`config.mk`:
```
export PLATFORM = sky130hd
export DESIGN_NAME = mandelbrot_escape_count_flat
export DESIGN_NICKNAME = d
export VERILOG_FILES = /design/src/rtl/core/mbe_pkg.sv /design/src/rtl/core/mbe_pix_if.sv /design/src/rtl/core/mbe_res_if.sv /design/src/rtl/core/mbe_cfg.sv /design/src/rtl/core/mbe_mult.sv /design/src/rtl/core/mbe_ctrl.sv /design/src/rtl/core/mandelbrot_escape_count.sv /design/src/flat_wrapper.sv
export SDC_FILE = /design/constraint.sdc
export NUM_CORES = 2
export LEC_CHECK = 0
export BUFFER_PORTS_ARGS = -buffer_cell sky130_fd_sc_hd__buf_2
export CORE_MARGIN = 2
export CORE_UTILIZATION = 60
export CTS_CLUSTER_DIAMETER = 120
export DETAILED_ROUTE_END_ITERATION = 8
export GPL_ROUTABILITY_DRIVEN = 0
export GPL_TIMING_DRIVEN = 0
export HOLD_SLACK_MARGIN = 0.06
export PLACE_DENSITY = 0.79
export SLEW_MARGIN = 5
export SYNTH_ARGS = -nofsm -noshare
export SYNTH_HDL_FRONTEND = slang
export SYNTH_SLANG_ARGS = --single-unit
```
`constraint.sdc`:
```
create_clock -name i_clk -period 10.3 [get_ports i_clk]
set_input_delay 1.545 -clock i_clk [delete_from_list [all_inputs] [get_ports i_clk]]
set_output_delay 1.545 -clock i_clk [all_outputs]
set_load 0.01 [all_outputs]
```
`src/rtl/core/mbe_pkg.sv`:
```
// ----------------------------------------------------------------------------
// mbe_pkg
// Shared types and constants of the escape-time counter: register indexes,
// sequencer states, multiplier operand codes and the control word.
// ----------------------------------------------------------------------------
package mbe_pkg;

    // configuration register indexes
    localparam int CFG_IDX_W = 3;
    localparam logic [CFG_IDX_W-1:0] CFG_ORIGIN_REAL   = 3'd0;
    localparam logic [CFG_IDX_W-1:0] CFG_ORIGIN_IMAG   = 3'd1;
    localparam logic [CFG_IDX_W-1:0] CFG_STEP_REAL     = 3'd2;
    localparam logic [CFG_IDX_W-1:0] CFG_STEP_IMAG     = 3'd3;
    localparam logic [CFG_IDX_W-1:0] CFG_MAX_ITER      = 3'd4;

    typedef enum logic [2:0] {
        S_IDLE,
        S_MUL_CR,
        S_MUL_CI,
        S_PT_CI,
        S_SQ_RE,
        S_SQ_IM,
        S_CROSS,
        S_UPDATE
    } t_state;

    // operand pair fed to the shared multiplier
    typedef enum logic [2:0] {
        MUL_COL_STEP,
        MUL_ROW_STEP,
        MUL_ZR_ZR,
        MUL_ZI_ZI,
        MUL_ZR_ZI
    } t_mul_sel;

    typedef struct packed {
        t_mul_sel mul_sel;
        logic     ld_cr;
        logic     ld_ci;
        logic     init_z;
        logic     ld_zr2;
        logic     ld_zi2;
        logic     step_z;
        logic     ld_out;
    } t_ctrl;

endpackage

```
`src/rtl/core/mbe_pix_if.sv`:
```
// ----------------------------------------------------------------------------
// mbe_pix_if
// Pixel coordinate channel: valid/ready handshake with column and row.
// ----------------------------------------------------------------------------
interface mbe_pix_if #(
    parameter int INDEX_WIDTH = 12
);
    logic                   valid;
    logic                   ready;
    logic [INDEX_WIDTH-1:0] column;
    logic [INDEX_WIDTH-1:0] row;

    modport source (output valid, output column, output row, input ready);
    modport sink   (input valid, input column, input row, output ready);
endinterface

```
`src/rtl/core/mbe_res_if.sv`:
```
// ----------------------------------------------------------------------------
// mbe_res_if
// Result channel: valid/ready handshake with iteration count and escape flag.
// ----------------------------------------------------------------------------
interface mbe_res_if #(
    parameter int COUNT_WIDTH = 16
);
    logic                   valid;
    logic                   ready;
    logic [COUNT_WIDTH-1:0] iteration_count;
    logic                   escaped;

    modport source (output valid, output iteration_count, output escaped, input ready);
    modport sink   (input valid, input iteration_count, input escaped, output ready);
endinterface

```
`src/rtl/core/mbe_cfg.sv`:
```
// ----------------------------------------------------------------------------
// mbe_cfg
// Configuration register file: origin, step and iteration cap.
// ----------------------------------------------------------------------------
module mbe_cfg #(
    parameter int COORD_WIDTH = 32,
    parameter int COUNT_WIDTH = 16,
    parameter int DATA_WIDTH  = 32
) (
    input  logic                                i_clk,
    input  logic                                i_rst_n,
    input  logic                                i_cfg_we,
    input  logic [mbe_pkg::CFG_IDX_W-1:0]       i_cfg_idx,
    input  logic [DATA_WIDTH-1:0]               i_cfg_data,
    output logic signed [COORD_WIDTH-1:0]       o_origin_re,
    output logic signed [COORD_WIDTH-1:0]       o_origin_im,
    output logic signed [COORD_WIDTH-1:0]       o_step_re,
    output logic signed [COORD_WIDTH-1:0]       o_step_im,
    output logic [COUNT_WIDTH-1:0]              o_max_iter
);
    localparam int FB = COORD_WIDTH - 4;

    // -2.0, -1.5 and 2^-8 in Q4.FB
    localparam logic signed [COORD_WIDTH-1:0] RST_ORIGIN_RE = {4'b1110, {FB{1'b0}}};
    localparam logic signed [COORD_WIDTH-1:0] RST_ORIGIN_IM = {5'b11101, {(FB-1){1'b0}}};
    localparam logic signed [COORD_WIDTH-1:0] RST_STEP =
        {{(COORD_WIDTH-FB+7){1'b0}}, 1'b1, {(FB-8){1'b0}}};
    localparam logic [COUNT_WIDTH-1:0] RST_MAX_ITER = COUNT_WIDTH'(256);

    logic signed [COORD_WIDTH-1:0] r_origin_re;
    logic signed [COORD_WIDTH-1:0] r_origin_im;
    logic signed [COORD_WIDTH-1:0] r_step_re;
    logic signed [COORD_WIDTH-1:0] r_step_im;
    logic [COUNT_WIDTH-1:0]        r_max_iter;

    always_ff @(posedge i_clk) begin
        if (!i_rst_n) begin
            r_origin_re <= RST_ORIGIN_RE;
            r_origin_im <= RST_ORIGIN_IM;
            r_step_re   <= RST_STEP;
            r_step_im   <= RST_STEP;
            r_max_iter  <= RST_MAX_ITER;
        end else if (i_cfg_we) begin
            unique case (i_cfg_idx)
                mbe_pkg::CFG_ORIGIN_REAL: r_origin_re <= i_cfg_data[COORD_WIDTH-1:0];
                mbe_pkg::CFG_ORIGIN_IMAG: r_origin_im <= i_cfg_data[COORD_WIDTH-1:0];
                mbe_pkg::CFG_STEP_REAL:   r_step_re   <= i_cfg_data[COORD_WIDTH-1:0];
                mbe_pkg::CFG_STEP_IMAG:   r_step_im   <= i_cfg_data[COORD_WIDTH-1:0];
                mbe_pkg::CFG_MAX_ITER:    r_max_iter  <= i_cfg_data[COUNT_WIDTH-1:0];
                default: begin
                end
            endcase
        end
    end

    assign o_origin_re = r_origin_re;
    assign o_origin_im = r_origin_im;
    assign o_step_re   = r_step_re;
    assign o_step_im   = r_step_im;
    assign o_max_iter  = r_max_iter;
endmodule

```
`src/rtl/core/mbe_mult.sv`:
```
// ----------------------------------------------------------------------------
// mbe_mult
// Shared signed multiplier with a registered product.
// ----------------------------------------------------------------------------
module mbe_mult #(
    parameter int OP_WIDTH = 32
) (
    input  logic                           i_clk,
    input  logic signed [OP_WIDTH-1:0]     i_a,
    input  logic signed [OP_WIDTH-1:0]     i_b,
    output logic signed [2*OP_WIDTH-1:0]   o_prod
);
    logic signed [2*OP_WIDTH-1:0] r_prod;

    always_ff @(posedge i_clk) begin
        r_prod <= i_a * i_b;
    end

    assign o_prod = r_prod;
endmodule

```
`src/rtl/core/mbe_ctrl.sv`:
```
// ----------------------------------------------------------------------------
// mbe_ctrl
// Sequencer: point setup, then square, square, cross product and update
// per iteration on the shared multiplier.
// ----------------------------------------------------------------------------
module mbe_ctrl (
    input  logic            i_clk,
    input  logic            i_rst_n,
    input  logic            i_in_fire,
    input  logic            i_stop,
    input  logic            i_out_free,
    output logic            o_in_ready,
    output mbe_pkg::t_ctrl  o_ctrl
);
    mbe_pkg::t_state r_state;
    mbe_pkg::t_state n_state;

    always_ff @(posedge i_clk) begin
        if (!i_rst_n) begin
            r_state <= mbe_pkg::S_IDLE;
        end else begin
            r_state <= n_state;
        end
    end

    always_comb begin
        n_state = r_state;
        unique case (r_state)
            mbe_pkg::S_IDLE: begin
                if (i_in_fire) n_state = mbe_pkg::S_MUL_CR;
            end
            mbe_pkg::S_MUL_CR: n_state = mbe_pkg::S_MUL_CI;
            mbe_pkg::S_MUL_CI: n_state = mbe_pkg::S_PT_CI;
            mbe_pkg::S_PT_CI:  n_state = mbe_pkg::S_SQ_RE;
            mbe_pkg::S_SQ_RE:  n_state = mbe_pkg::S_SQ_IM;
            mbe_pkg::S_SQ_IM:  n_state = mbe_pkg::S_CROSS;
            mbe_pkg::S_CROSS:  n_state = mbe_pkg::S_UPDATE;
            mbe_pkg::S_UPDATE: begin
                // once the point stops, hold here until the result register can take the word
                if (!i_stop) begin
                    n_state = mbe_pkg::S_SQ_RE;
                end else if (i_out_free) begin
                    n_state = mbe_pkg::S_IDLE;
                end
            end
            default: n_state = mbe_pkg::S_IDLE;
        endcase
    end

    always_comb begin
        o_ctrl     = '0;
        o_ctrl.mul_sel = mbe_pkg::MUL_ZR_ZR;
        o_in_ready = 1'b0;
        unique case (r_state)
            mbe_pkg::S_IDLE: o_in_ready = 1'b1;
            mbe_pkg::S_MUL_CR: o_ctrl.mul_sel = mbe_pkg::MUL_COL_STEP;
            mbe_pkg::S_MUL_CI: begin
                o_ctrl.mul_sel = mbe_pkg::MUL_ROW_STEP;
                o_ctrl.ld_cr   = 1'b1;
            end
            mbe_pkg::S_PT_CI: begin
                o_ctrl.ld_ci  = 1'b1;
                o_ctrl.init_z = 1'b1;
            end
            mbe_pkg::S_SQ_RE: o_ctrl.mul_sel = mbe_pkg::MUL_ZR_ZR;
            mbe_pkg::S_SQ_IM: begin
                o_ctrl.mul_sel = mbe_pkg::MUL_ZI_ZI;
                o_ctrl.ld_zr2  = 1'b1;
            end
            mbe_pkg::S_CROSS: begin
                o_ctrl.mul_sel = mbe_pkg::MUL_ZR_ZI;
                o_ctrl.ld_zi2  = 1'b1;
            end
            mbe_pkg::S_UPDATE: begin
                o_ctrl.step_z = !i_stop;
                o_ctrl.ld_out = i_stop && i_out_free;
            end
            default: begin
            end
        endcase
    end
endmodule

```
`src/rtl/core/mandelbrot_escape_count.sv`:
```
// ----------------------------------------------------------------------------
// mandelbrot_escape_count
// Escape-time counter for one pixel, Q4.28 fixed point with saturation.
// ----------------------------------------------------------------------------
// usage
//   i_pix carries one pixel word (column, row); o_res returns one word
//   (iteration_count, escaped) per pixel, in order.
//   i_cfg_we / i_cfg_idx / i_cfg_data write origin, step and the iteration
//   cap; write them only while no pixel is in flight.
//   the point c is formed on the shared multiplier first, then every
//   iteration runs on it in order: z.re squared, z.im squared, cross
//   product, compare and update.
//   i_pix.ready is high only while no pixel is being worked on, so a new
//   pixel is taken only once the last one has handed over its result.
//   the result sits in an output register; the next pixel is accepted while
//   it waits, and that pixel stalls in its last step while the receiver
//   holds o_res.ready low.
//   synchronous reset drops the result valid, returns the sequencer to idle and
//   loads the default view (-2.0, -1.5, step 2^-8, cap 256).
// ----------------------------------------------------------------------------
module mandelbrot_escape_count #(
    parameter int COORD_WIDTH = 32,
    parameter int INDEX_WIDTH = 12,
    parameter int COUNT_WIDTH = 16
) (
    input  logic                                  i_clk,
    input  logic                                  i_rst_n,
    mbe_pix_if.sink                               i_pix,
    mbe_res_if.source                             o_res,
    input  logic                                  i_cfg_we,
    input  logic [mbe_pkg::CFG_IDX_W-1:0]         i_cfg_idx,
    input  logic [((COORD_WIDTH > COUNT_WIDTH) ? COORD_WIDTH : COUNT_WIDTH)-1:0] i_cfg_data
);
    localparam int CW = COORD_WIDTH;
    localparam int IW = INDEX_WIDTH;
    localparam int NW = COUNT_WIDTH;
    localparam int DW = (CW > NW) ? CW : NW;
    localparam int FB = CW - 4;
    localparam int OW = (CW > IW) ? CW : IW + 1;
    localparam int PW = 2 * OW;

    localparam logic signed [CW-1:0] COORD_MAX = {1'b0, {(CW-1){1'b1}}};
    localparam logic signed [CW-1:0] COORD_MIN = {1'b1, {(CW-1){1'b0}}};
    localparam logic signed [PW:0]   SAT_HI    = (PW+1)'(COORD_MAX);
    localparam logic signed [PW:0]   SAT_LO    = (PW+1)'(COORD_MIN);
    localparam logic signed [CW:0]   FOUR      = {3'b001, {(CW-2){1'b0}}};

    function automatic logic signed [CW-1:0] sat_coord(input logic signed [PW:0] v);
        logic signed [CW-1:0] res;
        if (v > SAT_HI) begin
            res = COORD_MAX;
        end else if (v < SAT_LO) begin
            res = COORD_MIN;
        end else begin
            res = v[CW-1:0];
        end
        return res;
    endfunction

    logic signed [CW-1:0] origin_re;
    logic signed [CW-1:0] origin_im;
    logic signed [CW-1:0] step_re;
    logic signed [CW-1:0] step_im;
    logic [NW-1:0]        max_iter;

    mbe_pkg::t_ctrl ctrl;
    logic           in_ready;
    logic           in_fire;
    logic           stop;
    logic           out_free;

    logic [IW-1:0]        r_col;
    logic [IW-1:0]        r_row;
    logic signed [CW-1:0] r_cr;
    logic signed [CW-1:0] r_ci;
    logic signed [CW-1:0] r_zr;
    logic signed [CW-1:0] r_zi;
    logic signed [CW-1:0] r_zr2;
    logic signed [CW-1:0] r_zi2;
    logic [NW-1:0]        r_count;

    logic          r_out_valid;
    logic [NW-1:0] r_out_count;
    logic          r_out_esc;

    logic signed [OW-1:0] mul_a;
    logic signed [OW-1:0] mul_b;
    logic signed [PW-1:0] prod;

    logic signed [CW-1:0] cr_next;
    logic signed [CW-1:0] ci_next;
    logic signed [CW-1:0] sq_next;
    logic signed [CW-1:0] cross_term;
    logic signed [CW-1:0] zr_new;
    logic signed [CW-1:0] zi_new;
    logic signed [CW:0]   mag;
    logic                 at_cap;

    mbe_cfg #(
        .COORD_WIDTH (CW),
        .COUNT_WIDTH (NW),
        .DATA_WIDTH  (DW)
    ) u_cfg (
        .i_clk       (i_clk),
        .i_rst_n     (i_rst_n),
        .i_cfg_we    (i_cfg_we),
        .i_cfg_idx   (i_cfg_idx),
        .i_cfg_data  (i_cfg_data),
        .o_origin_re (origin_re),
        .o_origin_im (origin_im),
        .o_step_re   (step_re),
        .o_step_im   (step_im),
        .o_max_iter  (max_iter)
    );

    mbe_ctrl u_ctrl (
        .i_clk      (i_clk),
        .i_rst_n    (i_rst_n),
        .i_in_fire  (in_fire),
        .i_stop     (stop),
        .i_out_free (out_free),
        .o_in_ready (in_ready),
        .o_ctrl     (ctrl)
    );

    always_comb begin
        case (ctrl.mul_sel)
            mbe_pkg::MUL_COL_STEP: begin
                mul_a = $signed(OW'({1'b0, r_col}));
                mul_b = OW'(step_re);
            end
            mbe_pkg::MUL_ROW_STEP: begin
                mul_a = $signed(OW'({1'b0, r_row}));
                mul_b = OW'(step_im);
            end
            mbe_pkg::MUL_ZI_ZI: begin
                mul_a = OW'(r_zi);
                mul_b = OW'(r_zi);
            end
            mbe_pkg::MUL_ZR_ZI: begin
                mul_a = OW'(r_zr);
                mul_b = OW'(r_zi);
            end
            default: begin
                mul_a = OW'(r_zr);
                mul_b = OW'(r_zr);
            end
        endcase
    end

    mbe_mult #(
        .OP_WIDTH (OW)
    ) u_mult (
        .i_clk  (i_clk),
        .i_a    (mul_a),
        .i_b    (mul_b),
        .o_prod (prod)
    );

    assign cr_next = sat_coord((PW+1)'(origin_re) + (PW+1)'(prod));
    assign ci_next = sat_coord((PW+1)'(origin_im) + (PW+1)'(prod));
    assign sq_next = sat_coord((PW+1)'(prod >>> FB));
    // cross term is 2*zr*zi, hence one bit less of shift
    assign cross_term = sat_coord((PW+1)'(prod >>> (FB - 1)));
    assign zi_new  = sat_coord((PW+1)'(cross_term) + (PW+1)'(r_ci));
    assign zr_new  = sat_coord((PW+1)'(r_zr2) - (PW+1)'(r_zi2) + (PW+1)'(r_cr));
    assign mag     = (CW+1)'(r_zr2) + (CW+1)'(r_zi2);
    assign at_cap  = (r_count >= max_iter);
    assign stop    = at_cap || (mag >= FOUR);

    assign in_fire  = i_pix.valid && in_ready;
    assign out_free = !r_out_valid || o_res.ready;

    always_ff @(posedge i_clk) begin
        if (in_fire) begin
            r_col <= i_pix.column;
            r_row <= i_pix.row;
        end
        if (ctrl.ld_cr) r_cr <= cr_next;
        if (ctrl.ld_ci) r_ci <= ci_next;
        if (ctrl.ld_zr2) r_zr2 <= sq_next;
        if (ctrl.ld_zi2) r_zi2 <= sq_next;
        if (ctrl.init_z) begin
            r_zr    <= '0;
            r_zi    <= '0;
            r_count <= '0;
        end else if (ctrl.step_z) begin
            r_zr    <= zr_new;
            r_zi    <= zi_new;
            r_count <= r_count + NW'(1);
        end
    end

    always_ff @(posedge i_clk) begin
        if (!i_rst_n) begin
            r_out_valid <= 1'b0;
        end else if (ctrl.ld_out) begin
            r_out_valid <= 1'b1;
        end else if (o_res.ready) begin
            r_out_valid <= 1'b0;
        end
    end

    always_ff @(posedge i_clk) begin
        if (ctrl.ld_out) begin
            r_out_count <= r_count;
            r_out_esc   <= !at_cap;
        end
    end

    assign i_pix.ready           = in_ready;
    assign o_res.valid           = r_out_valid;
    assign o_res.iteration_count = r_out_count;
    assign o_res.escaped         = r_out_esc;
endmodule

```
`src/flat_wrapper.sv`:
```
// flat-port wrapper written by rule: the top's interface ports become plain ports
module mandelbrot_escape_count_flat 
#(
    parameter int COORD_WIDTH = 32,
    parameter int INDEX_WIDTH = 12,
    parameter int COUNT_WIDTH = 16
)
  (i_clk, i_rst_n, i_cfg_we, i_cfg_idx, i_cfg_data, i_pix_valid, i_pix_column, i_pix_row, i_pix_ready, o_res_valid, o_res_iteration_count, o_res_escaped, o_res_ready);
  mbe_pix_if #(.INDEX_WIDTH(INDEX_WIDTH)) i_pix_i ();
  mbe_res_if #(.COUNT_WIDTH(COUNT_WIDTH)) o_res_i ();
  input  logic i_clk;
  input  logic i_rst_n;
  input  logic i_cfg_we;
  input  logic [mbe_pkg::CFG_IDX_W-1:0] i_cfg_idx;
  input  logic [((COORD_WIDTH > COUNT_WIDTH) ? COORD_WIDTH : COUNT_WIDTH)-1:0] i_cfg_data;
  input wire logic [$bits(i_pix_i.valid)-1:0] i_pix_valid;
  input wire logic [$bits(i_pix_i.column)-1:0] i_pix_column;
  input wire logic [$bits(i_pix_i.row)-1:0] i_pix_row;
  output wire logic [$bits(i_pix_i.ready)-1:0] i_pix_ready;
  output wire logic [$bits(o_res_i.valid)-1:0] o_res_valid;
  output wire logic [$bits(o_res_i.iteration_count)-1:0] o_res_iteration_count;
  output wire logic [$bits(o_res_i.escaped)-1:0] o_res_escaped;
  input wire logic [$bits(o_res_i.ready)-1:0] o_res_ready;
  assign i_pix_i.valid = i_pix_valid;
  assign i_pix_i.column = i_pix_column;
  assign i_pix_i.row = i_pix_row;
  assign i_pix_ready = i_pix_i.ready;
  assign o_res_valid = o_res_i.valid;
  assign o_res_iteration_count = o_res_i.iteration_count;
  assign o_res_escaped = o_res_i.escaped;
  assign o_res_i.ready = o_res_ready;
  mandelbrot_escape_count #(.COORD_WIDTH(COORD_WIDTH), .INDEX_WIDTH(INDEX_WIDTH), .COUNT_WIDTH(COUNT_WIDTH)) u_core (.i_clk(i_clk), .i_rst_n(i_rst_n), .i_pix(i_pix_i), .o_res(o_res_i), .i_cfg_we(i_cfg_we), .i_cfg_idx(i_cfg_idx), .i_cfg_data(i_cfg_data));
endmodule
```
## After elaboration in Yosys (flattened, before gate mapping)

Cells that the tools add are included.
Widths: inputs -> output; s select.

- Output and inout port bits: 19
- Logic and storage cells: 100
- Bits of input ports: 64
- Bits in registers: 461

- Reduce and logical (&&, ||, !) cells: 18
- $add $sub $neg: 7
- Multipliers: 1
- $lt $le $gt $ge: 14
- Multiplexer cells: 25
- Eq/ne operators: 16

Operator list:

| operator | number |
|---|---|
| $mux 32 | 10 |
| $gt 65x32->1 const B | 4 |
| $lt 65x32->1 const B | 4 |
| $pmux 32 s3 | 2 |
| $add 32x64->65 | 2 |
| $add 32x32->33 | 2 |
| $mul 32x32->64 | 1 |
| $gt 37x32->1 const B | 1 |
| $lt 37x32->1 const B | 1 |
| $gt 36x32->1 const B | 1 |
| $lt 36x32->1 const B | 1 |
| $add 33x32->34 | 1 |
| $ge 33x32->1 const B | 1 |
| $sub 32x32->33 | 1 |
| $pmux 3 s8 | 1 |
| $eq 3x3->1 const B | 6 |
| $add 16x1->16 const B | 1 |
| $ge 16x16->1 | 1 |
| $eq 3x2->1 const B | 5 |
| $pmux 3 s4 | 1 |
| $reduce_and 2->1 | 6 |
| $eq 3x1->1 const B | 3 |
| $logic_not 3->1 | 3 |
| $mux 3 | 3 |
| 9 further kinds | 19 |

## Longest topological paths before layout

- Depth in word-level cells: 7
- Mapped depth: 38
- Depth with buffers taken out: 34

## By module

From an unflattened synthesis, not the netlist that was laid out.

- Cells, all modules: 7669
- Area, all modules: 68893.6 um2

By module, submodules not included:

| module | instances | seq. area each (um2) | cells each | area each (um2) |
|---|---|---|---|---|
| mbe_mult | 1 | 1281.2 | 4043 | 37876.3 |
| mandelbrot_escape_count | 1 | 6696.4 | 3080 | 25446.9 |
| mbe_cfg | 1 | 2882.8 | 516 | 5335.1 |
| mbe_ctrl | 1 | 60.1 | 30 | 235.2 |

## Worst setup path after synthesis

OpenSTA, ideal clock, no wires.

- Path kind: reg-to-reg
- Start: register u_core.u_ctrl.r_state[1]
- End: register u_core.u_mult.r_prod[63] (netlist: u_core.u_mult.o_prod[63])
- Path buffers: 4
- Arrival: 9.717 ns
- Path slack: 0.456 ns
- Stages on the path, launching flop included: 32
- Setup time: 0.127 ns
- Required time: 10.173 ns
- Period minus slack after synthesis: 9.844 ns
- Path through: dfxtp_1 clkbuf_1 nand2b_1 clkbuf_1 nor2_1 clkbuf_1 a22oi_1 clkbuf_1 nor2_1 fa_1 fa_1 inv_1 fa_1 fa_1 inv_1 fa_1 fa_1 fa_1 inv_1 fa_1 inv_1 ha_1 and3_1 nand2_1 or4_1 o31ai_1 a31oi_1 o31ai_1 o21ai_0 a21oi_1 o41ai_1 xnor2_1

- Longest elaborated chain between the ends: 6
- Elaborated cells between the ends (all ways): 13
- Classes of those cells: mul: 1; eq/ne: 7; mux: 3; reduce/logical: 2

RTL lines:

| what | RTL line | source |
|---|---|---|
| start, declared | mbe_ctrl.sv:15 | `mbe_pkg::t_state r_state;` |
| start signal, assigned | mbe_ctrl.sv:20 | `r_state <= mbe_pkg::S_IDLE;` |
| start signal, assigned | mbe_ctrl.sv:22 | `r_state <= n_state;` |
| $eq 3x3->1, or another cell as far along | mbe_ctrl.sv:54 | `unique case (r_state)` |
| $pmux 3 s4 * | mbe_ctrl.sv:54 |  |
| $eq 3x2->1 or $eq 3x3->1 (tied branches) | mandelbrot_escape_count.sv:127 | `case (ctrl.mul_sel)` |
| $reduce_or 2->1 (no source line) | n/a |  |
| $pmux 32 s3 | mandelbrot_escape_count.sv:127 |  |
| $mul 32x32->64 * | mbe_mult.sv:16 | `r_prod <= i_a * i_b;` |
| end signal, assigned | mbe_mult.sv:16 |  |
| end, declared | mbe_mult.sv:13 | `logic signed [2*OP_WIDTH-1:0] r_prod;` |

Mark *: on every way between the ends. The rest lies on a longest branch, timed or not.
A chain may end at the register's enable or synchronous reset.

## Worst setup path after layout

- Start: register u_core.u_ctrl.r_state[1]
- End: register u_core.u_mult.r_prod[58] (netlist: u_core.u_mult.o_prod[58])

Same word-level chain as after synthesis.

==> results list <==
* Clock Power Share: 0.121
- Number of maximum-capacitance violations: 1
- Worst min-delay path class: flop to flop
* Distinct cell type count of the synthesized netlist: roughly 110
- Of the total synthesized cell area, the portion taken by AND, OR, NAND and NOR gates is 0.145.
* Maximum resistive drop on vdd: about 0.22 mV
- Counting the fill cells in the layout gives 8766.
- The die covers 115000 µm².
- For this run, the number of Yosys warnings is 0.
* Buffers from clock root to sink, at most: 3
* Power Dens Cells: ~230 nW/µm²
- Counting I/O delays and the setup requirement, the final critical path takes 10.35 ns.
- The cell that appears most often on the critical path is sky130_fd_sc_hd__fa_1.
- Buffers inserted during clock tree synthesis total between 50 and 60.
- Port buffering added between 80 and 90 buffers.
* Die height: between 300 and 400 µm
* Sequential element share of the synthesized area: 0.163
- The synthesized design contains 461 register bits.
- I/O pin total: between 80 and 90
* Worst slew slack as a fraction of its limit: 0.0125
* Remaining number of nets flagged by the antenna check after routing: 0
- For the pin with the worst max-slew slack, the measured transition is 1.47 ns.
- Detailed-route wire length per cell: 25.9 µm
- The final reports fail on design-rule violations, max-capacitance violations, negative setup slack.
* Overall global routing resource usage: 0.428
- Clock tree synthesis found a total of 461 sinks.
- Number of hold violations in the final report: 0
- 1st-iter DRT viols: 8462
- Detailed placement finished with a half-perimeter wire length of ~200000 µm.
* Clk Latency, worst-skew pair: 0.68 ns
- Final wirelength: roughly 250000 µm
- The largest individual stage delay along the critical path comes from the cell sky130_fd_sc_hd__o221ai_2.
* Clk root buf: sky130_fd_sc_hd__clkbuf_16
* Total non-filler cell area in the finished layout: 72900 µm²
- The synthesized design contains 169 enable-type register cells.
- By area, the combinational part of the netlist is dominated by adder cells.
- CTS tree: done
- Dividing the synthesized area by the synthesized cell count gives between 8 and 9 µm².
- The internal portion of the total power is roughly 7.4 mW.
* Placeable Area: 111000 µm²
- Vias after detailed routing: 61.1k
* Stage delay of the slowest cell on the critical path: about 0.85 ns
* Portion of netlist area occupied by mux cells: 0.00231
* Combinational cell fraction of total power: 0.711
- Summed over all cells, the static leakage comes to approximately 35 nW.
* Portion of total power attributed to sequential cells: 0.168
* Required arrival time at the worst endpoint: 10.80 ns
- XOR/XNOR Fraction of Synth Area: 0.0314
* Grt ovf: 0
* Kind of critical path: flop to flop
- In the routed layout, each cell is associated on average with a via count of 6.39.
* Worst Path Arrival: 10.86 ns
* Final setup violation count: 4
- Critical path startpoint category: flop
* Initial cell density of the core: 0.606
- The pre-antenna-repair detailed-routing pass consisted of 9 iterations.
- Number of H-tree levels: 2
- Run status: finished with violations
- Most used flip-flop cell after synthesis: sky130_fd_sc_hd__dfxtp_1
- The placed instances occupy a cell area of 69700 µm².
- Ratio of cells with drive above 1 in the final layout: 0.0767
- From synthesis to final layout, the design area changed by 8.57%.
- Summing every instance area after synthesis gives 67200 µm².
- Util after Layout: 0.658
* Worst setup skew after layout: 0.0585 ns
- Share of total power consumed by net switching: 0.552
* Final Cycle Share: 1.01
* Largest net degree at the start of global routing: 35
* Chip width: 339 µm
* Share of async-settable or async-resettable flops after synthesis: 0
- For this run, design rule violations remaining after detail routing come to 62.
* Clock-pin slew on the worst setup and hold paths: 0.06 ns
- Vias in the first global route: 60.2k
- CP Max Fanout: 10
- Synthesized netlist net count: 9476
- Adder and majority cell fraction of the synthesized area: 0.419
- Synth Area in Compound Gates: 0.138
- Once layout is complete, the cells apart from fillers number 9550.
- Counting every instance in the synthesized netlist gives 7836.
* Endpoint kind of the worst setup timing path: flop
- For this run, the top clock speed supported by timing is 96.6 MHz.
- Global-route wire length before repair: 365000 µm
* # nets final: 9638
- The number of antenna violations at the first check in global routing came to 25.
* Final worst-path setup slack: -0.0541 ns
- For this design the total switching power over the nets is between 9 and 10 mW.
- Cells after DPL: 9419
- Floorplan row count: 122
* Max Transition Viols Final: 0
==> stage by stage <==
step                total power [mW]  setup slack [ns]  setup TNS, ns  hold slack [ns]
floorplan                       10.0             0.456              0            0.436
global placement                13.3             -3.46        -107.32            0.443
detailed placement              13.6             -2.14         -52.41            0.447
CTS                             15.7           0.00600              0            0.456
global route                    17.3            -0.238         -0.986            0.469
finish                          16.5           -0.0541         -0.127            0.458
==> power by group through the flow <==
stage	logic, mW	registers, mW	clock network, mW
global placement	10.6	2.73	0
global route	12.5	2.72	2.06
CTS	11.0	2.70	1.99
detailed placement	10.8	2.73	0
floorplan	7.64	2.40	0
finish	11.7	2.77	2.00
==> synth_stat cells, drive strengths merged (11+ instances only) <==
library cell,count,area (µm²)
nand4,74,463
o211ai,36,275
a21boi,11,82.6
nand3,97,490
clkbuf,338,1280
nand2,1082,4060
or4,11,90.1
a31oi,60,382
nor3,67,340
nor2,711,2670
a211o,14,123
fa,1118,22400
mux2i,11,110
nor2b,26,163
nand3b,11,82.6
a21oi,477,2400
or2,12,75.1
and2,28,179
xor2,101,885
a22oi,13,97.6
dfxtp,292,5850
a211oi,37,288
o221a,18,203
and3,32,200
ha,458,5730
a221oi,12,118
or3,18,114
o21ai,323,1620
nand2b,65,407
nor4,22,150
o21bai,45,338
o21a,38,285
o221ai,28,245
a21o,179,1350
buf,36,218
xnor2,140,1230
inv,1412,5300
edfxtp,169,5070
o31ai,21,176
o22ai,63,400
==> state kept, by name, indices dropped and copies added, names as in the netlist <==
name                          count
u_core.u_cfg.o_origin_re         32
u_core.u_cfg.o_origin_im         32
u_core.r_zi                      32
u_core.o_res.escaped              1
u_core.u_mult.o_prod             64
u_core.r_cr                      32
u_core.o_res.valid                1
u_core.u_cfg.o_step_im           32
u_core.r_count                   16
u_core.u_ctrl.r_state             3
u_core.r_col                     12
u_core.u_cfg.o_step_re           32
u_core.u_cfg.o_max_iter          16
u_core.r_ci                      32
u_core.r_zi2                     32
u_core.r_zr                      32
u_core.r_zr2                     32
u_core.o_res.iteration_count     16
u_core.r_row                     12
==> what timing repair did <==
action,4_1_cts,5_1_grt
hold buffers,0,0
pin swaps,3,13
resized for setup,217,230
setup buffers,15,24
endpoints found under the setup margin,49,25
==> path summary, 6_finish.rpt <==
kind,start,endpoint,slack [ns],cells past startpoint
min,u_core.u_cfg.o_max_iter[7],u_core.u_cfg.o_max_iter[7],0.46,2
max reg2reg,u_core.u_ctrl.r_state[1],u_core.u_mult.o_prod[58],-0.05,32
min reg2reg,u_core.u_cfg.o_max_iter[7],u_core.u_cfg.o_max_iter[7],0.46,2
max,u_core.u_ctrl.r_state[1],u_core.u_mult.o_prod[58],-0.05,32
==> cell usage in the layout, fill, tap and decap left out, types with 74 or more instances in the layout <==
master and count:
sky130_fd_sc_hd__nand4_1 74, sky130_fd_sc_hd__buf_2 114, sky130_fd_sc_hd__xnor2_1 140, sky130_fd_sc_hd__edfxtp_1 169, sky130_fd_sc_hd__clkbuf_2 107, sky130_fd_sc_hd__nand3_1 96
sky130_fd_sc_hd__dfxtp_1 288, sky130_fd_sc_hd__o21ai_0 252, sky130_fd_sc_hd__inv_1 1409, sky130_fd_sc_hd__a21oi_1 461, sky130_fd_sc_hd__nand2_1 1079, sky130_fd_sc_hd__nor2_1 706
sky130_fd_sc_hd__a21o_1 169, sky130_fd_sc_hd__ha_1 458, sky130_fd_sc_hd__clkbuf_1 161, sky130_fd_sc_hd__xor2_1 101, sky130_fd_sc_hd__fa_1 1112
==> layer usage <==
metal / wire (µm) / up-vias / track usage
met2: 96400 / 4949 / 0.581
met1: 81000 / 29142 / 0.502
li1: - / 25359 / -
met5: 1030 / - / 0.0400
met3: 42400 / 1564 / 0.219
met4: 27000 / 44 / 0.343
==> cell families (layout without fill, tap and decap cells) <==
kind of cell,count (synthesis),in the layout
buffers and inverters,1790,1996
xor gates and xnor gates,241,241
muxes,15,15
DFF,461,461
and+or+nand+nor,2283,2283
adders and majority gates,1576,1576
other,0,20
AOI/OAI and AO/OA,1470,1470
==> worst max-delay path, delay by kind of cell (launching register included) <==
| family | cells | cell delay (ns) |
|---|---|---|
| DFF | 1 | 0.44 |
| buffers and inverters | 7 | 1.28 |
| xor gates and xnor gates | 1 | 0.15 |
| AOI/OAI and AO/OA | 11 | 2.92 |
| and+or+nand+nor | 4 | 0.73 |
| adders and majority gates | 9 | 4.64 |
==> area by class of cell <==
cell class	instances	area, µm²	area share
multi-input combinational	5585	50200	0.688
sequential	461	10900	0.150
inverter	1414	5320	0.0729
tap	1488	1860	0.0255
buffer	350	1740	0.0239
clock buffer	60	1400	0.0192
timing repair buffer	134	1010	0.0138
clock inverter	38	415	0.00570
antenna	20	50.0	0.000686
Note: power is estimated with default switching activity, not from simulation.
